### src/rtl/qapm_pkg.sv
// Shared types, control word layout and arithmetic constants of the attitude PID mixer.
`default_nettype none

package qapm_pkg;

  localparam int GAIN_W = 24;
  localparam int ANG_W  = 24;
  localparam int STK_W  = 12;
  localparam int MOT_W  = 15;
  localparam int ADDR_W = 5;
  localparam int DATA_W = 32;

  // shared multiplier: signed A times unsigned B
  localparam int OPA_W  = 25;
  localparam int OPB_W  = 24;
  localparam int PROD_W = OPA_W + OPB_W + 1;

  localparam int XP_W   = 22;   // biased setpoint numerator
  localparam int Q_W    = 16;   // quotient of the setpoint divide
  localparam int SP_W   = 17;
  localparam int RND_SH = 16;
  localparam int INC_W  = PROD_W - RND_SH;
  localparam int INT_W  = 20;
  localparam int LOOP_W = 51;
  localparam int SH_W   = 33;
  localparam int CORR_W = 12;
  localparam int MIX_W  = 53;
  localparam int STEP_W = 5;

  localparam int THR_CUTOFF = 1100;
  localparam int THR_BASE   = 1000;
  localparam int INT_LIM    = 327680;
  localparam int MOTOR_MAX  = 25600;
  localparam int RND16      = 32768;

  // setpoint: floor((384*stick + SP_BIAS) / 50) - SP_OFFS, divide by reciprocal
  localparam int SP_BIAS   = 24025;
  localparam int SP_OFFS   = 12000;
  localparam int REC50     = 2684355;
  localparam int REC50_SH  = 27;

  // throttle shares: t*Ax + ((t*Rx) >> FRAC_SH)
  localparam int A0      = 1644167;
  localparam int R0      = 1409287;
  localparam int A12     = 1677721;
  localparam int R12     = 5033165;
  localparam int A3      = 1593835;
  localparam int R3      = 4362077;
  localparam int FRAC_SH = 23;

  typedef struct packed {
    logic                    reset_integrators;
    logic [STK_W-1:0]        rc_throttle;
    logic [STK_W-1:0]        rc_pitch_stick;
    logic [STK_W-1:0]        rc_roll_stick;
    logic signed [ANG_W-1:0] pitch_angle;
    logic signed [ANG_W-1:0] pitch_rate;
    logic signed [ANG_W-1:0] roll_angle;
    logic signed [ANG_W-1:0] roll_rate;
    logic signed [ANG_W-1:0] yaw_rate;
  } in_t;

  typedef struct packed {
    logic [MOT_W-1:0] motor_0;
    logic [MOT_W-1:0] motor_1;
    logic [MOT_W-1:0] motor_2;
    logic [MOT_W-1:0] motor_3;
  } out_t;

  typedef struct packed {
    logic [GAIN_W-1:0] kp_pitch;
    logic [GAIN_W-1:0] ki_pitch;
    logic [GAIN_W-1:0] kd_pitch;
    logic [GAIN_W-1:0] kp_roll;
    logic [GAIN_W-1:0] ki_roll;
    logic [GAIN_W-1:0] kd_roll;
    logic [GAIN_W-1:0] kp_yaw;
    logic [GAIN_W-1:0] ki_yaw;
  } gains_t;

  typedef enum logic [2:0] {
    A_XP, A_XR, A_EP, A_ER, A_PR, A_RR, A_YR, A_T
  } asel_t;

  typedef enum logic [3:0] {
    B_KP_P, B_KI_P, B_KD_P, B_KP_R, B_KI_R, B_KD_R, B_KP_Y, B_KI_Y,
    B_REC50, B_A0, B_R0, B_A12, B_R12, B_A3, B_R3
  } bsel_t;

  typedef enum logic [4:0] {
    WB_NONE, WB_SP_P, WB_SP_R, WB_INT_P, WB_INT_R, WB_INT_Y,
    WB_ACC_P, WB_ACC_R, WB_ACC_Y, WB_SH0_LD, WB_SH0_ADD, WB_SH12_LD,
    WB_SH12_ADD, WB_SH3_LD, WB_SH3_ADD, WB_MIX, WB_OUT, WB_OUT_ZERO
  } wb_t;

  typedef enum logic [1:0] {
    J_NONE, J_LOW, J_END
  } jmp_t;

  typedef struct packed {
    asel_t             a_sel;
    bsel_t             b_sel;
    wb_t               wb;
    jmp_t              jmp;
    logic [STEP_W-1:0] target;
  } ucode_t;

  typedef struct packed {
    logic   run;
    ucode_t uc;
  } ctl_t;

  typedef struct packed {
    logic low_thr;
    logic out_busy;
  } stat_t;

endpackage

`default_nettype wire

### src/rtl/qapm_seq.sv
// Microcode sequencer: program ROM, step counter and jump logic.
`default_nettype none

module qapm_seq
  import qapm_pkg::*;
(
  input  logic  clk,
  input  logic  rst_n,
  input  logic  start,
  input  stat_t stat,
  output ctl_t  ctl,
  output logic  busy
);

  localparam int NUM_STEPS = 20;
  localparam logic [STEP_W-1:0] S_ZERO = STEP_W'(19);
  localparam logic [STEP_W-1:0] S_NONE = STEP_W'(0);

  // Each step issues one product and retires the product issued one step earlier.
  localparam ucode_t ROM [NUM_STEPS] = '{
    '{A_XP, B_REC50, WB_NONE,     J_LOW,  S_ZERO},  // 0: pitch setpoint divide
    '{A_XR, B_REC50, WB_SP_P,     J_NONE, S_NONE},  // 1: roll setpoint divide
    '{A_EP, B_KI_P,  WB_SP_R,     J_NONE, S_NONE},  // 2
    '{A_EP, B_KP_P,  WB_INT_P,    J_NONE, S_NONE},  // 3
    '{A_PR, B_KD_P,  WB_ACC_P,    J_NONE, S_NONE},  // 4
    '{A_ER, B_KI_R,  WB_ACC_P,    J_NONE, S_NONE},  // 5
    '{A_ER, B_KP_R,  WB_INT_R,    J_NONE, S_NONE},  // 6
    '{A_RR, B_KD_R,  WB_ACC_R,    J_NONE, S_NONE},  // 7
    '{A_YR, B_KI_Y,  WB_ACC_R,    J_NONE, S_NONE},  // 8
    '{A_YR, B_KP_Y,  WB_INT_Y,    J_NONE, S_NONE},  // 9
    '{A_T,  B_A0,    WB_ACC_Y,    J_NONE, S_NONE},  // 10: throttle shares
    '{A_T,  B_R0,    WB_SH0_LD,   J_NONE, S_NONE},  // 11
    '{A_T,  B_A12,   WB_SH0_ADD,  J_NONE, S_NONE},  // 12
    '{A_T,  B_R12,   WB_SH12_LD,  J_NONE, S_NONE},  // 13
    '{A_T,  B_A3,    WB_SH12_ADD, J_NONE, S_NONE},  // 14
    '{A_T,  B_R3,    WB_SH3_LD,   J_NONE, S_NONE},  // 15
    '{A_T,  B_R3,    WB_SH3_ADD,  J_NONE, S_NONE},  // 16
    '{A_T,  B_R3,    WB_MIX,      J_NONE, S_NONE},  // 17
    '{A_T,  B_R3,    WB_OUT,      J_END,  S_NONE},  // 18
    '{A_T,  B_R3,    WB_OUT_ZERO, J_END,  S_NONE}   // 19: low throttle
  };

  logic              busy_r, busy_nxt;
  logic [STEP_W-1:0] step_r, step_nxt;
  ucode_t            uc;
  logic              hold;
  logic              run;

  assign uc   = ROM[step_r];
  // hold the last step while the previous result is still waiting
  assign hold = (uc.jmp == J_END) && stat.out_busy;
  assign run  = busy_r && !hold;

  assign ctl.run = run;
  assign ctl.uc  = uc;
  assign busy    = busy_r;

  always_comb begin
    busy_nxt = busy_r;
    step_nxt = step_r;
    if (start) begin
      busy_nxt = 1'b1;
      step_nxt = '0;
    end else if (run) begin
      case (uc.jmp)
        J_LOW:   step_nxt = stat.low_thr ? uc.target : step_r + STEP_W'(1);
        J_END:   busy_nxt = 1'b0;
        default: step_nxt = step_r + STEP_W'(1);
      endcase
    end
  end

  always_ff @(posedge clk) begin
    if (!rst_n) begin
      busy_r <= 1'b0;
      step_r <= '0;
    end else begin
      busy_r <= busy_nxt;
      step_r <= step_nxt;
    end
  end

endmodule

`default_nettype wire

### config.mk
export PLATFORM = sky130hd
export DESIGN_NAME = qapm_seq
export DESIGN_NICKNAME = d
export VERILOG_FILES = /design/src/rtl/qapm_pkg.sv /design/src/rtl/qapm_seq.sv
export SDC_FILE = /design/constraint.sdc
export NUM_CORES = 1
export LEC_CHECK = 0
export BUFFER_PORTS_ARGS = -buffer_cell sky130_fd_sc_hd__buf_2
export CAP_MARGIN = 10
export CORE_ASPECT_RATIO = 0.9
export CORE_UTILIZATION = 40
export CTS_CLUSTER_SIZE = 10
export DETAILED_ROUTE_END_ITERATION = 7
export MAX_ROUTING_LAYER = met4
export PLACE_DENSITY = 0.67
export RECOVER_POWER = 100
export SLEW_MARGIN = 20
export SYNTH_ARGS = -nofsm -noshare
export SYNTH_HDL_FRONTEND = slang
export SYNTH_SLANG_ARGS = --single-unit
### constraint.sdc
create_clock -name clk -period 2.8 [get_ports clk]
set_clock_uncertainty 0.15 [all_clocks]
set_input_delay 0.84 -clock clk [delete_from_list [all_inputs] [get_ports clk]]
set_output_delay 0.84 -clock clk [all_outputs]
set_load 0.02 [all_outputs]
==> flow_metrics.tcl <==
set metrics [dict create \
    synth_top_area_share_pct 17.05 \
    dr_total_vias 736 \
    finalWorstSetupSlack_ps 100.8 \
    synthTopCellsByArea "dfxtp_1 17%, ha_1 12%, buf_4 7.5%" \
    async_flop_share_pct 0 \
    status "completed" \
    cts_sinks 6 \
    clk_path_buf_depth 2 \
    drive_gt1_share_pct 25.00 \
    critPathKind "reg2out" \
    final_antenna_net_count 0 \
    area_delta_synth_final_pct 18.12 \
    grt_pass1_wl_um 2801 \
    grt_setup_unrepaired "no" \
    multi_input_area_um2 489.2 \
    period_needed_ps 2699 \
    synth_common_cells "7 x a21oi_1, 7 x buf_4, 7 x ha_1, 7 x nand2_1, 7 x o21ai_0" \
    synth.cell_area_um2 704.4 \
    cts_tree "done" \
    drv_slew 0 \
    cp_max_fo 9 \
    first_pass_iters 4 \
    gr-total-overflow 0 \
    grt_antenna_before_repair 0 \
    initial_core_util_pct 42.33 \
    cp.arrival_ps 1710 \
    cts_root_buffer "clkbuf_4" \
    drt-wirelength-per-cell_um 12.46 \
    dp_hpwl_um 1297 \
    synthFlopType "dfxtp_1" \
    path_clk_slew_ps 50 \
    crit_required_ps 1810 \
    fin_nets 130 \
    numCtsBuffers 3 \
    ys_ff_latch 6 \
    syn_inst 95 \
    finalHoldViolCount 0 \
    fillers 176 \
    setup_tns_ps 0 \
    max_freq_mhz 370.5 \
    fp.dieH_um 41.81 \
    p_per_area_nw_per_um2 308.6 \
    drc 0 \
    peakVddDrop_v 0.0002090 \
    area.sequential_um2 121.4 \
    p_leak_nw 0.3800 \
    period_share_pct 96.40 \
    n_antenna_cell 0 \
    via_per_inst 5.257 \
    clk_latency_ps 250 \
    crit_path_start_kind "flip-flop" \
    setup_violations 0 \
    grt_pass1_vias 638 \
    drtIter0Drc 17 \
    track_usage_pct 20.32 \
    crit_path_end_kind "output pin" \
    dp_slack_ps 263.2 \
    coreArea_um2 1664 \
    die_area_um2 1933 \
    htree_levels 1 \
    num_rows 14 \
    routed_wl_um 1745 \
    synth_edf_count 0 \
    fin_hold_ws_ps 410.7 \
    post_cts_buffers 0 \
    cap_violations 0 \
    io_buffers 23 \
    place.gp.congestion 0.8681 \
    synth.distinct_cells 40 \
    grt_max_degree 17 \
    die_w_um 46.24 \
    synth_top_area_cell "dfxtp_1" \
    num_io_pins 26 \
    seq_area_frac_synth_pct 17.05 \
    cts_hold_buf 0 \
    worstHoldPathType "reg2reg" \
    avgSynthCellArea_um2 7.415 \
    ys_warn_count 0 \
]
==> metrics by stage <==
step / power, mW / area (um2) / util, % / instances
final: 0.2568 / 832.0 / 50.00 / 140
after global routing: 0.2712 / 832.0 / 50.00 / 140
after CTS: 0.2583 / 845.8 / 50.83 / 140
after detailed placement: 0.1767 / 823.3 / 49.47 / 137
after global placement: 0.1756 / 823.3 / 49.47 / 137
after floorplan: 0.1587 / 708.2 / - / 96
==> state kept, by name (all words and copies together), names as in the netlist <==
| register | flops |
|---|---|
| busy | 1 |
| step_r | 5 |
==> timing repair <==
item	4_1_cts	5_1_grt
setup endpoints to repair	4	6
resized for setup	1	3
pin swaps	0	0
==> final cells by class <==
cell class | instances | area share [%]
clock buffers | 3 | 2.707
inverters | 7 | 3.158
multi-input cells | 71 | 58.80
flip-flops and latches | 6 | 14.59
well taps | 24 | 3.609
repair buffers | 29 | 17.14
==> power breakdown <==
group	internal, mW	total [mW]	switching [mW]
clock	0.0486	0.0824	0.0337
combinational	0.0288	0.0808	0.0520
sequential	0.0886	0.0936	0.00500
==> final timing paths <==
kind	from	end	slack, ps	cells past startpoint
min	busy	step_r[1]	410	1
max	step_r[1]	ctl[4]	100	5
min reg2reg	busy	step_r[1]	410	1
max reg2reg	step_r[1]	step_r[0]	1040	6
==> placed cells by master, fill, tap and decap left out, types with 2 or more instances in the layout <==
master,Yosys,final
inv_2,1,2
a31oi_1,2,2
conb_1,1,2
clkbuf_1,2,10
dfxtp_1,6,5
ha_2,0,2
clkbuf_2,0,6
inv_1,6,5
buf_2,3,9
nor2b_1,2,2
ha_1,7,5
nand3_1,2,2
a311oi_1,2,2
nand2b_1,4,4
nand2_1,7,8
o21ai_0,7,7
nor2_1,3,3
clkbuf_4,0,3
buf_4,7,4
a21o_1,2,2
a21oi_1,7,7
a21boi_0,2,2
==> kinds of logic after synthesis <==
group                      count (synthesis)  synth area share [%]
and+or+nand+nor                           27                 21.67
AOI/OAI and AO/OA                         33                 30.91
adders and majority gates                  7                 12.43
buffers and inverters                     19                 14.39
muxes                                      2                 3.019
DFF                                        6                 17.05
other                                      1                0.5323
==> worst max-delay path: stages, from the launching register on <==
cell and delay [ps]:
dfxtp_2 370, inv_2 100, ha_2 210, or4b_4 490
inv_2 110, clkbuf_2 170
==> metal layers <==
metal	up-vias	global-route usage, %	part of all wire (%)
met3	3	2.609	3.8
met5	-	-	0
met1	330	26.08	48
li1	375	-	-
met4	0	10.00	1.3
met2	28	30.70	46
No activity file was read; power rests on OpenSTA's default activity.
