File: config.mk
export PLATFORM = sky130hd
export DESIGN_NAME = qapm_cfg
export DESIGN_NICKNAME = d
export VERILOG_FILES = /design/src/rtl/qapm_pkg.sv /design/src/rtl/qapm_cfg.sv
export SDC_FILE = /design/constraint.sdc
export NUM_CORES = 1
export LEC_CHECK = 0
export BUFFER_PORTS_ARGS = -buffer_cell sky130_fd_sc_hd__buf_2
export CAP_MARGIN = 30
export CORE_MARGIN = 2
export CORE_UTILIZATION = 55
export CTS_CLUSTER_DIAMETER = 120
export DETAILED_ROUTE_END_ITERATION = 8
export PLACE_DENSITY = 0.85
export RECOVER_POWER = 50
export SYNTH_ARGS = -nofsm -noshare
export SYNTH_HDL_FRONTEND = slang
export SYNTH_SLANG_ARGS = --single-unit
File: constraint.sdc
create_clock -name clk -period 2.8 [get_ports clk]
set_clock_uncertainty 0.2 [all_clocks]
set_input_delay 0.28 -clock clk [delete_from_list [all_inputs] [get_ports clk]]
set_output_delay 0.28 -clock clk [all_outputs]
set_load 0.005 [all_outputs]
File: src/rtl/qapm_pkg.sv
// Shared types, control word layout and arithmetic constants of the attitude PID mixer.
`default_nettype none

package qapm_pkg;

  localparam int GAIN_W = 24;
  localparam int ANG_W  = 24;
  localparam int STK_W  = 12;
  localparam int MOT_W  = 15;
  localparam int ADDR_W = 5;
  localparam int DATA_W = 32;

  // shared multiplier: signed A times unsigned B
  localparam int OPA_W  = 25;
  localparam int OPB_W  = 24;
  localparam int PROD_W = OPA_W + OPB_W + 1;

  localparam int XP_W   = 22;   // biased setpoint numerator
  localparam int Q_W    = 16;   // quotient of the setpoint divide
  localparam int SP_W   = 17;
  localparam int RND_SH = 16;
  localparam int INC_W  = PROD_W - RND_SH;
  localparam int INT_W  = 20;
  localparam int LOOP_W = 51;
  localparam int SH_W   = 33;
  localparam int CORR_W = 12;
  localparam int MIX_W  = 53;
  localparam int STEP_W = 5;

  localparam int THR_CUTOFF = 1100;
  localparam int THR_BASE   = 1000;
  localparam int INT_LIM    = 327680;
  localparam int MOTOR_MAX  = 25600;
  localparam int RND16      = 32768;

  // setpoint: floor((384*stick + SP_BIAS) / 50) - SP_OFFS, divide by reciprocal
  localparam int SP_BIAS   = 24025;
  localparam int SP_OFFS   = 12000;
  localparam int REC50     = 2684355;
  localparam int REC50_SH  = 27;

  // throttle shares: t*Ax + ((t*Rx) >> FRAC_SH)
  localparam int A0      = 1644167;
  localparam int R0      = 1409287;
  localparam int A12     = 1677721;
  localparam int R12     = 5033165;
  localparam int A3      = 1593835;
  localparam int R3      = 4362077;
  localparam int FRAC_SH = 23;

  typedef struct packed {
    logic                    reset_integrators;
    logic [STK_W-1:0]        rc_throttle;
    logic [STK_W-1:0]        rc_pitch_stick;
    logic [STK_W-1:0]        rc_roll_stick;
    logic signed [ANG_W-1:0] pitch_angle;
    logic signed [ANG_W-1:0] pitch_rate;
    logic signed [ANG_W-1:0] roll_angle;
    logic signed [ANG_W-1:0] roll_rate;
    logic signed [ANG_W-1:0] yaw_rate;
  } in_t;

  typedef struct packed {
    logic [MOT_W-1:0] motor_0;
    logic [MOT_W-1:0] motor_1;
    logic [MOT_W-1:0] motor_2;
    logic [MOT_W-1:0] motor_3;
  } out_t;

  typedef struct packed {
    logic [GAIN_W-1:0] kp_pitch;
    logic [GAIN_W-1:0] ki_pitch;
    logic [GAIN_W-1:0] kd_pitch;
    logic [GAIN_W-1:0] kp_roll;
    logic [GAIN_W-1:0] ki_roll;
    logic [GAIN_W-1:0] kd_roll;
    logic [GAIN_W-1:0] kp_yaw;
    logic [GAIN_W-1:0] ki_yaw;
  } gains_t;

  typedef enum logic [2:0] {
    A_XP, A_XR, A_EP, A_ER, A_PR, A_RR, A_YR, A_T
  } asel_t;

  typedef enum logic [3:0] {
    B_KP_P, B_KI_P, B_KD_P, B_KP_R, B_KI_R, B_KD_R, B_KP_Y, B_KI_Y,
    B_REC50, B_A0, B_R0, B_A12, B_R12, B_A3, B_R3
  } bsel_t;

  typedef enum logic [4:0] {
    WB_NONE, WB_SP_P, WB_SP_R, WB_INT_P, WB_INT_R, WB_INT_Y,
    WB_ACC_P, WB_ACC_R, WB_ACC_Y, WB_SH0_LD, WB_SH0_ADD, WB_SH12_LD,
    WB_SH12_ADD, WB_SH3_LD, WB_SH3_ADD, WB_MIX, WB_OUT, WB_OUT_ZERO
  } wb_t;

  typedef enum logic [1:0] {
    J_NONE, J_LOW, J_END
  } jmp_t;

  typedef struct packed {
    asel_t             a_sel;
    bsel_t             b_sel;
    wb_t               wb;
    jmp_t              jmp;
    logic [STEP_W-1:0] target;
  } ucode_t;

  typedef struct packed {
    logic   run;
    ucode_t uc;
  } ctl_t;

  typedef struct packed {
    logic low_thr;
    logic out_busy;
  } stat_t;

endpackage

`default_nettype wire

File: src/rtl/qapm_cfg.sv
// APB gain register file of the attitude PID mixer.
`default_nettype none

module qapm_cfg
  import qapm_pkg::*;
(
  input  logic              clk,
  input  logic              rst_n,
  input  logic              psel,
  input  logic              penable,
  input  logic              pwrite,
  input  logic [ADDR_W-1:0] paddr,
  input  logic [DATA_W-1:0] pwdata,
  output logic [DATA_W-1:0] prdata,
  output logic              pready,
  output gains_t            gains
);

  localparam logic [2:0] REG_KP_PITCH = 3'd0;
  localparam logic [2:0] REG_KI_PITCH = 3'd1;
  localparam logic [2:0] REG_KD_PITCH = 3'd2;
  localparam logic [2:0] REG_KP_ROLL  = 3'd3;
  localparam logic [2:0] REG_KI_ROLL  = 3'd4;
  localparam logic [2:0] REG_KD_ROLL  = 3'd5;
  localparam logic [2:0] REG_KP_YAW   = 3'd6;
  localparam logic [2:0] REG_KI_YAW   = 3'd7;

  localparam logic [GAIN_W-1:0] KP_RST = GAIN_W'(29491);
  localparam logic [GAIN_W-1:0] KI_RST = GAIN_W'(16777);
  localparam logic [GAIN_W-1:0] KD_RST = GAIN_W'(13107);

  gains_t            gains_r;
  logic [2:0]        reg_idx;
  logic [GAIN_W-1:0] rd_val;
  logic [GAIN_W-1:0] wr_val;

  assign reg_idx = paddr[ADDR_W-1:2];
  assign wr_val  = pwdata[GAIN_W-1:0];
  assign pready  = 1'b1;
  assign gains   = gains_r;

  always_ff @(posedge clk) begin
    if (!rst_n) begin
      gains_r.kp_pitch <= KP_RST;
      gains_r.ki_pitch <= KI_RST;
      gains_r.kd_pitch <= KD_RST;
      gains_r.kp_roll  <= KP_RST;
      gains_r.ki_roll  <= KI_RST;
      gains_r.kd_roll  <= KD_RST;
      gains_r.kp_yaw   <= KP_RST;
      gains_r.ki_yaw   <= KI_RST;
    end else if (psel && penable && pwrite) begin
      case (reg_idx)
        REG_KP_PITCH: gains_r.kp_pitch <= wr_val;
        REG_KI_PITCH: gains_r.ki_pitch <= wr_val;
        REG_KD_PITCH: gains_r.kd_pitch <= wr_val;
        REG_KP_ROLL:  gains_r.kp_roll  <= wr_val;
        REG_KI_ROLL:  gains_r.ki_roll  <= wr_val;
        REG_KD_ROLL:  gains_r.kd_roll  <= wr_val;
        REG_KP_YAW:   gains_r.kp_yaw   <= wr_val;
        REG_KI_YAW:   gains_r.ki_yaw   <= wr_val;
        default: ;
      endcase
    end
  end

  always_comb begin
    case (reg_idx)
      REG_KP_PITCH: rd_val = gains_r.kp_pitch;
      REG_KI_PITCH: rd_val = gains_r.ki_pitch;
      REG_KD_PITCH: rd_val = gains_r.kd_pitch;
      REG_KP_ROLL:  rd_val = gains_r.kp_roll;
      REG_KI_ROLL:  rd_val = gains_r.ki_roll;
      REG_KD_ROLL:  rd_val = gains_r.kd_roll;
      REG_KP_YAW:   rd_val = gains_r.kp_yaw;
      REG_KI_YAW:   rd_val = gains_r.ki_yaw;
      default:      rd_val = '0;
    endcase
  end

  assign prdata = DATA_W'(rd_val);

endmodule

`default_nettype wire

==> flow_summary.yaml, run 1 <==
die:
  ios: 267
  start_util_pct: 55.8
  rows: 46
  die_h_um: 131
  die_x_um: 131
  coreArea_sq_um: 15800
  dieArea_sq_um: 17000
synth:
  post-synth-top-area-cell: "dfxtp_1"
  yosys_warnings: 0
  ys_ff_latch: 192
  ys_top_cells_by_area: "dfxtp_1, nand2_1, a21boi_1, a21boi_0, a221oi_1"
  synthMuxAreaShare_pct: 5.20
  yosys.area_share.simple_pct: 23.4
  ys_types: 36
  synth_top_family_by_area: "simple AND/OR/NAND/NOR gates"
  syn_area_sq_um: 8800
  synth_xor_area_share_pct: 0
  synth_compound_area_share_pct: 19.6
  synth_top_area_share_pct: 43.7
  synthCells: 1110
  synth_seq_area_share_pct: 43.7
  synth.avg_cell_area_sq_um: 7.93
  synthAdderAreaFrac_pct: 0
routing:
  vias: 8705
  drt_iter0_markers: 802
  antenna_left: 0
  wl_per_cell_um: 18.6
  drc: 0
  detail_route.wirelength_mm: 28.9
  dr.pass1.iters: 6
  viasPerCell: 5.61
cts:
  cts_tree: "yes"
  cts_buffer_depth: 2
  cts.sinks: 192
  post_cts_buffers: 0
  root_buffer: "clkbuf_16"
  hold_buffers: 24
  ctsResizeCount: 0
  clk_pin_slew_worst_paths_ns: 0.07
  htree_levels: 4
  cts_inserted_buffers: 17
  clkLatencyLatePin_ns: 0.43
timing:
  rsz0062_at_grt: "no"
  fmax_ghz: 0.384
  worst_pin_slew_ns: 0.888
  relSlewSlack_pct: 40.8
  setup_slack_ns: 0.198
  slew_violations: 0
  finalCriticalPeriod_ns: 2.60
  setup_tns_ns: 0
  finalSetupViolCount: 0
  hold_violations: 0
  fin_crit_sh_pct: 92.9
run:
  cap_viol_max_count: 0
layout:
  layout.nets: 1366
  area_growth_pct: 21.4
  largest_reg_flops: 192
  post-route-util_pct: 67.8
  layout_commonest_cell: "nand2_1"
  drive_above_1_share_pct: 15.3
  antenna_cells: 0
  final_cell_mix: "nand2_1, dfxtp_1, clkbuf_1"
grt:
  globalRoute.totalOverflow: 0
  antenna_found_initial: 0
  grt_pass1_vias: 8125
  grt_pass1_wl_mm: 43.0
  grt_use_total_pct: 32.7
  grt_max_degree: 99
pwr:
  p_seq_share_pct: 50.2
  power.leakage_uw: 0.00427
  peakVddDrop_v: 0.000380
  power_frac_clock_pct: 40.9
  power.share.combinational_pct: 8.8
  p_int_uw: 4130
  switchingPower_uw: 1390
  power_density_nw_per_um2: 517
  total_power_uw: 5520
  swShare_pct: 25.1
status:
  status: "finished clean"
critical_path:
  r2r_cells: 2
  cp_max_fo: 32
  critPathArrivalTime_ns: 2.12
  path_class: "input pin to primary output"
  cp-end-kind: "primary output"
  cp-start-kind: "input pin"
  required_ns: 2.32
hold_path:
  hold_depth: 3
  holdCritPathClass: "input pin to flip-flop"
place:
  hpwl_mm: 19.3
  place.gp.congestion: 0.866
  preCtsSetupSlack_ns: 0.349
  portBuffers: 247
## through the flow
step,hold slack [ns],instances,instance area [sq um]
2_1_floorplan,0.261,1117,8830
3_3_place_gp,0.249,1497,10100
3_5_place_dp,0.258,1497,10100
4_1_cts,0.122,1551,10900
5_1_grt,0.145,1551,10700
6_report,0.110,1551,10700
## routing by layer
layer / vias to the layer above / part of all wire (%) / GRT usage [%]
li1: 4091 / - / -
met5: - / 0 / 0
met3: 65 / 9.3 / 8.75
met2: 450 / 48 / 55.2
met4: 0 / 2.7 / 13.8
met1: 4099 / 40 / 39.7
## Yosys cell counts
cell type and count:
mux4_2 1, a21boi_1 81, a21boi_0 53, o211ai_1 6, nor2_1 51, nand3_1 52
mux2_2 18, nor3_2 1, a21o_1 1, a221oi_1 42, nand4b_4 1, inv_1 24
a21oi_1 8, or3_1 3, nor3_1 1, mux2i_1 21, and2_1 1, conb_1 2
dfxtp_1 192, nand4_1 1, buf_2 53, a22o_1 25, nand2b_1 5, a32oi_1 3
buf_6 2, a22oi_1 1, nor2_2 2, buf_4 20, buf_8 1, or2_2 4
or2_1 2, nor2b_1 4, o32a_1 1, nand2_1 381, mux2_1 2, clkbuf_1 44
## path summary, 6_finish.rpt
kind,start,to,slack [ns]
min reg2reg,gains[70],gains[70],0.27
max reg2reg,gains[178],gains[178],1.87
max,paddr[4],prdata[17],0.20
min,rst_n,gains[132],0.11
## logic make-up after synthesis
kind of cell	after synthesis
multiplexers	42
AO/OA/AOI/OAI	221
flip-flops	192
buffers and inverters	144
AND/OR/NAND/NOR	509
other	2
## critical path, stage by stage
cell	delay [ns]
buf_2	0.23
clkbuf_2	0.63
and2_1	0.34
a22o_1	0.18
a21oi_1	0.07
a21oi_1	0.21
buf_2	0.16
## power by group through the flow
stage	combinational, uW	clock, uW	sequential (uW)
after floorplan	304	0	2840
after global placement	452	0	2840
after detailed placement	457	0	2840
after CTS	486	2260	2770
after global routing	524	2370	2780
final	487	2260	2770
## area by class of cell
| cell class | instances | area (sq um) |
|---|---|---|
| clock buffer | 19 | 453 |
| clock inverter | 11 | 85.1 |
| fill | 1373 | 5080 |
| inverter | 24 | 90.1 |
| multi-input combinational | 781 | 4300 |
| sequential | 192 | 3840 |
| tap | 216 | 270 |
| timing repair buffer | 308 | 1650 |
No activity file was read; power rests on OpenSTA's default activity.
==> run 2, diff against run 1 <==
--- a/config.mk
+++ b/config.mk
@@ -5,6 +5,7 @@
 export SDC_FILE = /design/constraint.sdc
 export NUM_CORES = 1
 export LEC_CHECK = 0
+export ABC_AREA = 1
 export BUFFER_PORTS_ARGS = -buffer_cell sky130_fd_sc_hd__buf_2
 export CAP_MARGIN = 30
 export CORE_MARGIN = 2
==> flow_summary.yaml, run 2 <==
pwr:
  peakVddDrop_v: 0.000407
  power.leakage_uw: 0.00500
  power_density_nw_per_um2: 554
  total_power_uw: 5730
synth:
  synth_top_area_share_pct: 44.0
  synthCells: 1285
  ys_ff_latch: 192
  syn_area_sq_um: 8730
  synthFlopType: "dfxtp_1"
  synth.avg_cell_area_sq_um: 6.79
  ys_types: 23
  post-synth-top-area-cell: "dfxtp_1"
  synth_common_cells: "nor2_1, nand2_1, dfxtp_1"
  ys_top_cells_by_area: "dfxtp_1, nor2_1, nand2_1, o21ai_0, nand4_1"
  synth_seq_area_share_pct: 44.0
  async_flop_share_pct: 0
  yosys_warnings: 0
  synth_most_common_cell: "nor2_1"
  synth_edf_count: 0
cts:
  post_cts_buffers: 0
  cts_buffer_depth: 2
  root_buffer: "clkbuf_16"
  htree_levels: 4
  clkLatencyLatePin_ns: 0.44
  cts_inserted_buffers: 17
  clk_pin_slew_worst_paths_ns: 0.06
  cts.sinks: 192
  cts_tree: "yes"
routing:
  drt_iter0_markers: 1286
  antenna_left: 0
  wl_per_cell_um: 17.0
  viasPerCell: 5.61
  dr.pass1.iters: 7
  drc: 0
  detail_route.wirelength_mm: 28.7
  vias: 9465
status:
  status: "finished clean"
place:
  portBuffers: 247
  place.gp.congestion: 0.972
  placed_cells: 1651
  hpwl_mm: 19.9
timing:
  slew_violations: 0
  fmax_ghz: 0.413
  rsz0062_at_grt: "no"
  fin_crit_sh_pct: 86.5
  relSlewSlack_pct: 43.5
  setup_tns_ns: 0
  finalCriticalPeriod_ns: 2.42
  finalSetupViolCount: 0
  worst_pin_slew_ns: 0.844
  hold_violations: 0
grt:
  grt_max_degree: 78
  grt_pass1_vias: 7858
  antenna_found_initial: 0
  grt_pass1_wl_mm: 43.1
  globalRoute.totalOverflow: 0
  grt_use_total_pct: 32.5
layout:
  largest_reg_flops: 192
  layout.nets: 1501
  area_growth_pct: 18.4
  final_cell_mix: "nor2_1, nand2_1, dfxtp_1"
  drive_above_1_share_pct: 13.9
  stdcell_count: 1688
  layout_commonest_cell: "nor2_1"
  post-route-util_pct: 65.8
critical_path:
  path_class: "input pin to primary output"
  r2r_cells: 2
  cp_max_fo: 28
  required_ns: 2.32
  cp-end-kind: "primary output"
  cp-start-kind: "input pin"
  critPathArrivalTime_ns: 1.94
hold_path:
  hold_depth: 3
  holdCritPathClass: "input pin to flip-flop"
die:
  start_util_pct: 55.5
  die_h_um: 130
  dieArea_sq_um: 16900
  coreArea_sq_um: 15700
  die_x_um: 130
  ios: 267
  rows: 46
run:
  cap_viol_max_count: 0
[run 2: layout make-up]
type / count / area [sq um]
Multi-Input combinational cell: 933 / 4150
Clock inverter: 11 / 140
Fill cell: 1448 / 5380
Timing Repair Buffer: 278 / 1350
Antenna cell: 1 / 2.50
Inverter: 37 / 139
Sequential cell: 192 / 3840
Clock buffer: 20 / 447
Tap cell: 216 / 270
[run 2: path summary, 6_finish.rpt]
check          endpoint  slack (ns)       start
max           prdata[3]        0.38    paddr[4]
min            gains[0]       0.008   pwdata[0]
max reg2reg  gains[167]        1.90  gains[167]
min reg2reg   gains[49]        0.29   gains[49]
[run 2: power by group]
part	internal (uW)	leakage (uW)	switching (uW)
Sequential	2770	0.00155	29.4
Combinational	130	0.00317	328
Clock	1420	0.000278	1060
Total	4310	0.00500	1420
[run 2: what timing repair did]
item | 4_1_cts | 5_1_grt
gates resized for setup | 0 | 0
endpoints found under the hold margin | 7 | 0
endpoints found under the setup margin | 0 | 0
hold buffers | 5 | 0
[run 2: logic make-up (layout without fill, tap and decap cells)]
kind of cell	count (synthesis)	in the layout	synth area share, %
AO/OA/AOI/OAI	143	143	8.46
buffers and inverters	167	346	8.65
flip-flops	192	192	44.0
other	2	10	0.0861
AND/OR/NAND/NOR	781	781	38.8
[run 2: metrics by stage]
step                setup WS, ns  hold slack [ns]  area, sq um
floorplan                   1.14            0.275         8750
global placement           0.386            0.258         9860
detailed placement         0.359            0.263         9860
CTS                        0.511         0.000113        10500
global route               0.197           0.0149        10300
finish                     0.378          0.00824        10300
[run 2: critical path, cell delays in order]
cell,delay [ns]
clkbuf_1,0.11
inv_2,0.38
nand2_1,0.13
inv_1,0.57
nand2_1,0.15
nand3_1,0.17
buf_2,0.14
[run 2: layer usage]
| layer | vias to the layer above | wire length, um | global-route usage [%] |
|---|---|---|---|
| met5 | - | 0 | 0 |
| met4 | 0 | 811 | 12.2 |
| met3 | 57 | 3430 | 7.30 |
| met2 | 616 | 12000 | 45.4 |
| met1 | 4269 | 12400 | 48.7 |
| li1 | 4523 | - | - |
