===== src/rtl/qapm_pkg.sv =====
// Shared types, control word layout and arithmetic constants of the attitude PID mixer.
`default_nettype none

package qapm_pkg;

  localparam int GAIN_W = 24;
  localparam int ANG_W  = 24;
  localparam int STK_W  = 12;
  localparam int MOT_W  = 15;
  localparam int ADDR_W = 5;
  localparam int DATA_W = 32;

  // shared multiplier: signed A times unsigned B
  localparam int OPA_W  = 25;
  localparam int OPB_W  = 24;
  localparam int PROD_W = OPA_W + OPB_W + 1;

  localparam int XP_W   = 22;   // biased setpoint numerator
  localparam int Q_W    = 16;   // quotient of the setpoint divide
  localparam int SP_W   = 17;
  localparam int RND_SH = 16;
  localparam int INC_W  = PROD_W - RND_SH;
  localparam int INT_W  = 20;
  localparam int LOOP_W = 51;
  localparam int SH_W   = 33;
  localparam int CORR_W = 12;
  localparam int MIX_W  = 53;
  localparam int STEP_W = 5;

  localparam int THR_CUTOFF = 1100;
  localparam int THR_BASE   = 1000;
  localparam int INT_LIM    = 327680;
  localparam int MOTOR_MAX  = 25600;
  localparam int RND16      = 32768;

  // setpoint: floor((384*stick + SP_BIAS) / 50) - SP_OFFS, divide by reciprocal
  localparam int SP_BIAS   = 24025;
  localparam int SP_OFFS   = 12000;
  localparam int REC50     = 2684355;
  localparam int REC50_SH  = 27;

  // throttle shares: t*Ax + ((t*Rx) >> FRAC_SH)
  localparam int A0      = 1644167;
  localparam int R0      = 1409287;
  localparam int A12     = 1677721;
  localparam int R12     = 5033165;
  localparam int A3      = 1593835;
  localparam int R3      = 4362077;
  localparam int FRAC_SH = 23;

  typedef struct packed {
    logic                    reset_integrators;
    logic [STK_W-1:0]        rc_throttle;
    logic [STK_W-1:0]        rc_pitch_stick;
    logic [STK_W-1:0]        rc_roll_stick;
    logic signed [ANG_W-1:0] pitch_angle;
    logic signed [ANG_W-1:0] pitch_rate;
    logic signed [ANG_W-1:0] roll_angle;
    logic signed [ANG_W-1:0] roll_rate;
    logic signed [ANG_W-1:0] yaw_rate;
  } in_t;

  typedef struct packed {
    logic [MOT_W-1:0] motor_0;
    logic [MOT_W-1:0] motor_1;
    logic [MOT_W-1:0] motor_2;
    logic [MOT_W-1:0] motor_3;
  } out_t;

  typedef struct packed {
    logic [GAIN_W-1:0] kp_pitch;
    logic [GAIN_W-1:0] ki_pitch;
    logic [GAIN_W-1:0] kd_pitch;
    logic [GAIN_W-1:0] kp_roll;
    logic [GAIN_W-1:0] ki_roll;
    logic [GAIN_W-1:0] kd_roll;
    logic [GAIN_W-1:0] kp_yaw;
    logic [GAIN_W-1:0] ki_yaw;
  } gains_t;

  typedef enum logic [2:0] {
    A_XP, A_XR, A_EP, A_ER, A_PR, A_RR, A_YR, A_T
  } asel_t;

  typedef enum logic [3:0] {
    B_KP_P, B_KI_P, B_KD_P, B_KP_R, B_KI_R, B_KD_R, B_KP_Y, B_KI_Y,
    B_REC50, B_A0, B_R0, B_A12, B_R12, B_A3, B_R3
  } bsel_t;

  typedef enum logic [4:0] {
    WB_NONE, WB_SP_P, WB_SP_R, WB_INT_P, WB_INT_R, WB_INT_Y,
    WB_ACC_P, WB_ACC_R, WB_ACC_Y, WB_SH0_LD, WB_SH0_ADD, WB_SH12_LD,
    WB_SH12_ADD, WB_SH3_LD, WB_SH3_ADD, WB_MIX, WB_OUT, WB_OUT_ZERO
  } wb_t;

  typedef enum logic [1:0] {
    J_NONE, J_LOW, J_END
  } jmp_t;

  typedef struct packed {
    asel_t             a_sel;
    bsel_t             b_sel;
    wb_t               wb;
    jmp_t              jmp;
    logic [STEP_W-1:0] target;
  } ucode_t;

  typedef struct packed {
    logic   run;
    ucode_t uc;
  } ctl_t;

  typedef struct packed {
    logic low_thr;
    logic out_busy;
  } stat_t;

endpackage

`default_nettype wire


===== src/rtl/qapm_dp.sv =====
// Datapath: operand selection, shared multiplier, integrators, loop sums and motor mix.
`default_nettype none

module qapm_dp
  import qapm_pkg::*;
(
  input  logic   clk,
  input  logic   rst_n,
  input  logic   load,
  input  in_t    item,
  input  gains_t gains,
  input  ctl_t   ctl,
  input  logic   out_stall,
  output stat_t  stat,
  output logic   out_valid,
  output out_t   out_data
);

  function automatic logic [XP_W-1:0] sp_numer(input logic [STK_W-1:0] s);
    return XP_W'({s, 8'd0}) + XP_W'({s, 7'd0}) + XP_W'(SP_BIAS);
  endfunction

  function automatic logic [MOT_W-1:0] motor_level(input logic signed [MIX_W-1:0] m);
    logic signed [MIX_W-1:0]        mr;
    logic signed [MIX_W-RND_SH-1:0] r;
    mr = m + MIX_W'(RND16);
    r  = mr[MIX_W-1:RND_SH];
    if (r < 0)
      return '0;
    else if (r > MOTOR_MAX)
      return MOT_W'(MOTOR_MAX);
    else
      return MOT_W'(r);
  endfunction

  in_t                      item_r;
  logic [XP_W-1:0]          xp_pitch, xp_roll;
  logic [STK_W-1:0]         t_val;
  logic signed [OPA_W-1:0]  opa;
  logic [OPB_W-1:0]         opb;
  logic signed [OPB_W:0]    opb_s;
  logic signed [PROD_W-1:0] prod_nxt, prod_r;

  logic [Q_W-1:0]           sp_q;
  logic signed [SP_W-1:0]   sp;
  logic signed [ANG_W-1:0]  angle_sel;
  logic signed [OPA_W-1:0]  e_nxt, e_p_r, e_r_r;

  logic signed [PROD_W-1:0] prod_rnd;
  logic signed [INC_W-1:0]  inc;
  logic signed [INT_W-1:0]  integ_sel;
  logic signed [INC_W:0]    isum;
  logic signed [INT_W-1:0]  integ_nxt;
  logic signed [INT_W-1:0]  integ_p_r, integ_r_r, integ_y_r;
  logic signed [LOOP_W-1:0] int_scaled;
  logic signed [LOOP_W-1:0] prod_ext;
  logic signed [LOOP_W-1:0] loop_p_r, loop_r_r, loop_y_r;

  logic [SH_W-1:0]          corr;
  logic [SH_W-1:0]          sh0_r, sh12_r, sh3_r;
  logic signed [MIX_W-1:0]  sh0_s, sh12_s, sh3_s, p_s, r_s, y_s;
  logic signed [MIX_W-1:0]  mix0_r, mix1_r, mix2_r, mix3_r;

  logic                     out_valid_r;
  out_t                     out_data_r;
  logic                     fire_out;

  always_ff @(posedge clk) begin
    if (load) item_r <= item;
  end

  assign xp_pitch = sp_numer(item_r.rc_pitch_stick);
  assign xp_roll  = sp_numer(item_r.rc_roll_stick);
  assign t_val    = item_r.rc_throttle - STK_W'(THR_BASE);

  always_comb begin
    case (ctl.uc.a_sel)
      A_XP:    opa = $signed(OPA_W'(xp_pitch));
      A_XR:    opa = $signed(OPA_W'(xp_roll));
      A_EP:    opa = e_p_r;
      A_ER:    opa = e_r_r;
      A_PR:    opa = OPA_W'(item_r.pitch_rate);
      A_RR:    opa = OPA_W'(item_r.roll_rate);
      A_YR:    opa = OPA_W'(item_r.yaw_rate);
      A_T:     opa = $signed(OPA_W'(t_val));
      default: opa = '0;
    endcase
  end

  always_comb begin
    case (ctl.uc.b_sel)
      B_KP_P:  opb = gains.kp_pitch;
      B_KI_P:  opb = gains.ki_pitch;
      B_KD_P:  opb = gains.kd_pitch;
      B_KP_R:  opb = gains.kp_roll;
      B_KI_R:  opb = gains.ki_roll;
      B_KD_R:  opb = gains.kd_roll;
      B_KP_Y:  opb = gains.kp_yaw;
      B_KI_Y:  opb = gains.ki_yaw;
      B_REC50: opb = OPB_W'(REC50);
      B_A0:    opb = OPB_W'(A0);
      B_R0:    opb = OPB_W'(R0);
      B_A12:   opb = OPB_W'(A12);
      B_R12:   opb = OPB_W'(R12);
      B_A3:    opb = OPB_W'(A3);
      B_R3:    opb = OPB_W'(R3);
      default: opb = '0;
    endcase
  end

  assign opb_s    = $signed({1'b0, opb});
  assign prod_nxt = opa * opb_s;

  always_ff @(posedge clk) begin
    if (ctl.run) prod_r <= prod_nxt;
  end

  // error = angle - setpoint, setpoint from the reciprocal product
  assign sp_q      = prod_r[REC50_SH +: Q_W];
  assign sp        = $signed(SP_W'(sp_q)) - SP_W'(SP_OFFS);
  assign angle_sel = (ctl.uc.wb == WB_SP_P) ? item_r.pitch_angle : item_r.roll_angle;
  assign e_nxt     = OPA_W'(angle_sel) - OPA_W'(sp);

  always_ff @(posedge clk) begin
    if (ctl.run) begin
      if (ctl.uc.wb == WB_SP_P) e_p_r <= e_nxt;
      if (ctl.uc.wb == WB_SP_R) e_r_r <= e_nxt;
    end
  end

  // integrator step: round Ki*e to Q.16, add, clamp
  assign prod_rnd = prod_r + PROD_W'(RND16);
  assign inc      = prod_rnd[PROD_W-1:RND_SH];

  always_comb begin
    case (ctl.uc.wb)
      WB_INT_P: integ_sel = integ_p_r;
      WB_INT_R: integ_sel = integ_r_r;
      default:  integ_sel = integ_y_r;
    endcase
  end

  assign isum = (INC_W+1)'(integ_sel) + (INC_W+1)'(inc);

  always_comb begin
    if (isum > (INC_W+1)'(INT_LIM))
      integ_nxt = INT_W'(INT_LIM);
    else if (isum < (INC_W+1)'(-INT_LIM))
      integ_nxt = INT_W'(-INT_LIM);
    else
      integ_nxt = INT_W'(isum);
  end

  always_ff @(posedge clk) begin
    if (!rst_n) begin
      integ_p_r <= '0;
      integ_r_r <= '0;
      integ_y_r <= '0;
    end else if (load && item.reset_integrators) begin
      integ_p_r <= '0;
      integ_r_r <= '0;
      integ_y_r <= '0;
    end else if (ctl.run) begin
      case (ctl.uc.wb)
        WB_INT_P: integ_p_r <= integ_nxt;
        WB_INT_R: integ_r_r <= integ_nxt;
        WB_INT_Y: integ_y_r <= integ_nxt;
        default: ;
      endcase
    end
  end

  // loop sums start from the integrator in Q.24 and add the products
  assign int_scaled = {(LOOP_W-8)'(integ_nxt), 8'd0};
  assign prod_ext   = LOOP_W'(prod_r);

  always_ff @(posedge clk) begin
    if (ctl.run) begin
      case (ctl.uc.wb)
        WB_INT_P: loop_p_r <= int_scaled;
        WB_INT_R: loop_r_r <= int_scaled;
        WB_INT_Y: loop_y_r <= int_scaled;
        WB_ACC_P: loop_p_r <= loop_p_r + prod_ext;
        WB_ACC_R: loop_r_r <= loop_r_r + prod_ext;
        WB_ACC_Y: loop_y_r <= loop_y_r + prod_ext;
        default: ;
      endcase
    end
  end

  // throttle shares: integer part, then the fractional correction
  assign corr = SH_W'(prod_r[FRAC_SH +: CORR_W]);

  always_ff @(posedge clk) begin
    if (ctl.run) begin
      case (ctl.uc.wb)
        WB_SH0_LD:   sh0_r  <= prod_r[SH_W-1:0];
        WB_SH0_ADD:  sh0_r  <= sh0_r + corr;
        WB_SH12_LD:  sh12_r <= prod_r[SH_W-1:0];
        WB_SH12_ADD: sh12_r <= sh12_r + corr;
        WB_SH3_LD:   sh3_r  <= prod_r[SH_W-1:0];
        WB_SH3_ADD:  sh3_r  <= sh3_r + corr;
        default: ;
      endcase
    end
  end

  assign sh0_s  = $signed(MIX_W'(sh0_r));
  assign sh12_s = $signed(MIX_W'(sh12_r));
  assign sh3_s  = $signed(MIX_W'(sh3_r));
  assign p_s    = MIX_W'(loop_p_r);
  assign r_s    = MIX_W'(loop_r_r);
  assign y_s    = MIX_W'(loop_y_r);

  always_ff @(posedge clk) begin
    if (ctl.run && (ctl.uc.wb == WB_MIX)) begin
      mix0_r <= sh0_s + p_s + r_s + y_s;
      mix1_r <= sh12_s + p_s - r_s - y_s;
      mix2_r <= sh12_s - p_s - r_s + y_s;
      mix3_r <= sh3_s - p_s + r_s - y_s;
    end
  end

  assign fire_out = ctl.run && ((ctl.uc.wb == WB_OUT) || (ctl.uc.wb == WB_OUT_ZERO));

  always_ff @(posedge clk) begin
    if (ctl.run && (ctl.uc.wb == WB_OUT)) begin
      out_data_r.motor_0 <= motor_level(mix0_r);
      out_data_r.motor_1 <= motor_level(mix1_r);
      out_data_r.motor_2 <= motor_level(mix2_r);
      out_data_r.motor_3 <= motor_level(mix3_r);
    end else if (ctl.run && (ctl.uc.wb == WB_OUT_ZERO)) begin
      out_data_r <= '0;
    end
  end

  always_ff @(posedge clk) begin
    if (!rst_n)
      out_valid_r <= 1'b0;
    else if (fire_out)
      out_valid_r <= 1'b1;
    else if (!out_stall)
      out_valid_r <= 1'b0;
  end

  assign out_valid     = out_valid_r;
  assign out_data      = out_data_r;
  assign stat.low_thr  = (item_r.rc_throttle <= STK_W'(THR_CUTOFF));
  assign stat.out_busy = out_valid_r && out_stall;

endmodule

`default_nettype wire


===== config.mk =====
export PLATFORM = sky130hd
export DESIGN_NAME = qapm_dp
export DESIGN_NICKNAME = d
export VERILOG_FILES = /design/src/rtl/qapm_pkg.sv /design/src/rtl/qapm_dp.sv
export SDC_FILE = /design/constraint.sdc
export NUM_CORES = 2
export LEC_CHECK = 0
export BUFFER_PORTS_ARGS = -buffer_cell sky130_fd_sc_hd__buf_4
export CAP_MARGIN = 20
export CORE_UTILIZATION = 44
export DETAILED_ROUTE_END_ITERATION = 8
export GPL_ROUTABILITY_DRIVEN = 0
export PLACE_DENSITY = 0.71
export SYNTH_ARGS = -nofsm -noshare
export SYNTH_HDL_FRONTEND = slang
export SYNTH_SLANG_ARGS = --single-unit

===== constraint.sdc =====
create_clock -name clk -period 36.5 [get_ports clk]
set_input_delay 3.65 -clock clk [delete_from_list [all_inputs] [get_ports clk]]
set_output_delay 3.65 -clock clk [all_outputs]
set_load 0.02 [all_outputs]

==> impl_metrics.json <==
{
  "status": "completed",
  "rr_worst_depth": 39,
  "drive_gt1_frac": 0.09188,
  "synthSimpleGateAreaFrac": 0.1338,
  "clock_path_buffers": 3,
  "synth_fa_ha_area_frac": 0.3294,
  "utilization": 0.4929,
  "via_per_inst": 5.811,
  "root_buffer": "clkbuf_16",
  "synth_top_family_by_area": "adder cells",
  "worst_r2r_endpoint": "prod_r[48]",
  "synth_seq_cells": 781,
  "drc": 0,
  "muxShareOfSynthArea": 0.01334,
  "maxCapViolations": 0,
  "ys_top_cells_by_area": "edfxtp_1 25%, fa_1 23%, ha_1 10%",
  "crit_path_end": "prod_r[48]",
  "setup.worst_path.start_class": "primary input",
  "drt_wl_total_mm": 264.7,
  "critPathMaxFanout": 49,
  "grt_max_degree": 73,
  "htree_levels": 3,
  "synth-compound-area-share": 0.1396,
  "fillers": 17330,
  "synth_top_area_cell": "edfxtp_1",
  "nNetsFinal": 11350,
  "holdWs_ns": 0.4514,
  "synth_enable_flop_cells": 720,
  "critPathMaxStageDelay_ns": 0.97,
  "die_area_um2": 198500,
  "reg2reg_slack_ns": 25.55,
  "cts_setup_buffers": 0,
  "dr.pass1.iters": 9,
  "synthArstFlopShare": 0,
  "route.detailed.wl_per_inst_um": 22.08,
  "rsz0062_at_grt": "false",
  "synth_cell_types": 98,
  "dpl-instance-area_um2": 93120,
  "portBuffers": 428,
  "hold_violations": 0,
  "grt_pass1_vias": 70080,
  "final_cell_mix": "1114 x inv_1, 973 x fa_1, 956 x nand2_1, 722 x ha_1, 720 x edfxtp_1",
  "crit_start": "ctl[16]",
  "yosys.area_share.xor_xnor": 0.05829,
  "synth_warnings": 0,
  "hold_buffers": 0,
  "cts.repair.resized": 0,
  "die_h_um": 445.5,
  "layout_worst_path_cycle_share": 0.3790,
  "antenna_found_initial": 7,
  "cp.required_ns": 36.99,
  "multi_input_area_um2": 58640,
  "slew_headroom": 0.1438,
  "grt_pass1_wl_mm": 401.6,
  "yosys_most_used_dff": "edfxtp_1",
  "cpMostUsedCell": "fa_1",
  "seq_area_um2": 22840,
  "worst_pin_slew_ns": 1.271,
  "cts_inserted_buffers": 90,
  "whs_path_depth": 2,
  "cts_tree": "built",
  "vias": 69670,
  "yosysSeqAreaShare": 0.2639,
  "syn_avg_cell_area_um2": 9.694,
  "grt_usage": 0.2628,
  "syn_to_final_growth_pct": 11.17,
  "r2r-start": "item_r[120]",
  "synth_top_area_frac": 0.2498,
  "crit_type": "in -> reg",
  "tns_ns": 0,
  "die_x_um": 445.5,
  "drt_iter0_drc": 7084,
  "syn_inst": 8928,
  "fmax_ghz": 0.07229,
  "clkSlewWorstSetupHoldPaths_ns": 0.06,
  "gr-total-overflow": 0,
  "final.min_clock_period_ns": 13.83,
  "slew_violations": 0,
  "hp-class": "reg -> reg",
  "cts.sinks": 781,
  "ant_nets": 0,
  "worstPathArrival_ns": 14.32,
  "core_um2": 195200,
  "final_common_cell": "inv_1",
  "synth_nets": 11000,
  "start_util": 0.4434,
  "insertion_delay_ns": 0.75,
  "setup_viol": 0,
  "rows": 162,
  "clock-skew-final_ns": 0.07954,
  "worstSetupEndpointType": "flip-flop",
  "ios": 436,
  "post-dp-hpwl_mm": 209.3,
  "final_area_um2": 96220,
  "synthesis.area_um2": 86550,
  "slowest_stage": "o41ai_1"
}
==> worst max-delay path: cells and delay by family <==
kind            cells  cell delay, ns
xor+xnor            1            0.11
compound gates      7            2.89
fa+ha+maj           8            4.14
buf+inv             7            1.31
simple gates        7            2.12
==> logic make-up (layout without fill, tap and decap cells) <==
logic type	after synthesis	after routing
XOR/XNOR	576	576
multiplexers	104	104
AND/OR/NAND/NOR	2494	2494
buffers and inverters	1406	1838
flip-flops	781	781
other	0	5
adder cells (fa/ha/maj)	1695	1695
AO/OA/AOI/OAI	1872	1872
==> stage by stage <==
step,setup WS [ns],cells
after CTS,22.95,11980
after detailed placement,22.17,11820
after global routing,22.25,11990
final,22.67,11990
after global placement,22.17,11810
after floorplan,21.23,8928
==> layout make-up <==
type                            instances  area share
Timing Repair Buffer                  555     0.04365
Inverter                             1116     0.04354
Tap cell                             2624     0.03412
Clock inverter                         57    0.006229
Multi-Input combinational cell       6741      0.6095
Antenna cell                            5   0.0001300
Clock buffer                          110     0.02549
Sequential cell                       781      0.2374
==> state kept, by name (all words and copies together) (netlist names), 38 cells and up <==
signal	flops
loop_y_r	51
prod_r	50
mix1_r	38
out_data	60
loop_p_r	51
mix3_r	38
item_r	156
mix2_r	38
mix0_r	38
loop_r_r	51
==> Yosys cell counts (102+ instances only) <==
cell / number
xnor2_1: 385
fa_1: 973
edfxtp_1: 720
ha_1: 722
and2_1: 102
a21oi_1: 498
clkbuf_1: 257
inv_1: 1115
nor2b_1: 153
xor2_1: 191
nand3_1: 234
nor2_1: 539
nor3_1: 122
o21ai_0: 423
nand2_1: 958
a21o_1: 221
==> worst min-delay path by stage <==
stage	endpoint	slack [ns]	startpoint
2_1_floorplan	integ_p_r[12]	0.43	integ_p_r[12]
3_3_place_gp	integ_p_r[15]	0.44	integ_p_r[15]
3_5_place_dp	integ_p_r[6]	0.44	integ_p_r[6]
4_1_cts	integ_p_r[6]	0.45	integ_p_r[6]
5_1_grt	integ_p_r[6]	0.47	integ_p_r[6]
6_report	integ_r_r[5]	0.45	integ_r_r[5]
==> layer usage <==
metal	up-vias	GRT usage	share of wire
met4	0	0.1427	0.063
met3	710	0.04508	0.094
met1	34180	0.3285	0.38
met5	-	0	0
li1	31250	-	-
met2	3536	0.4327	0.46
Power is left out: the tool's default activity adds up to more than one toggle a clock period on the data nets, which glitch-free logic cannot reach.
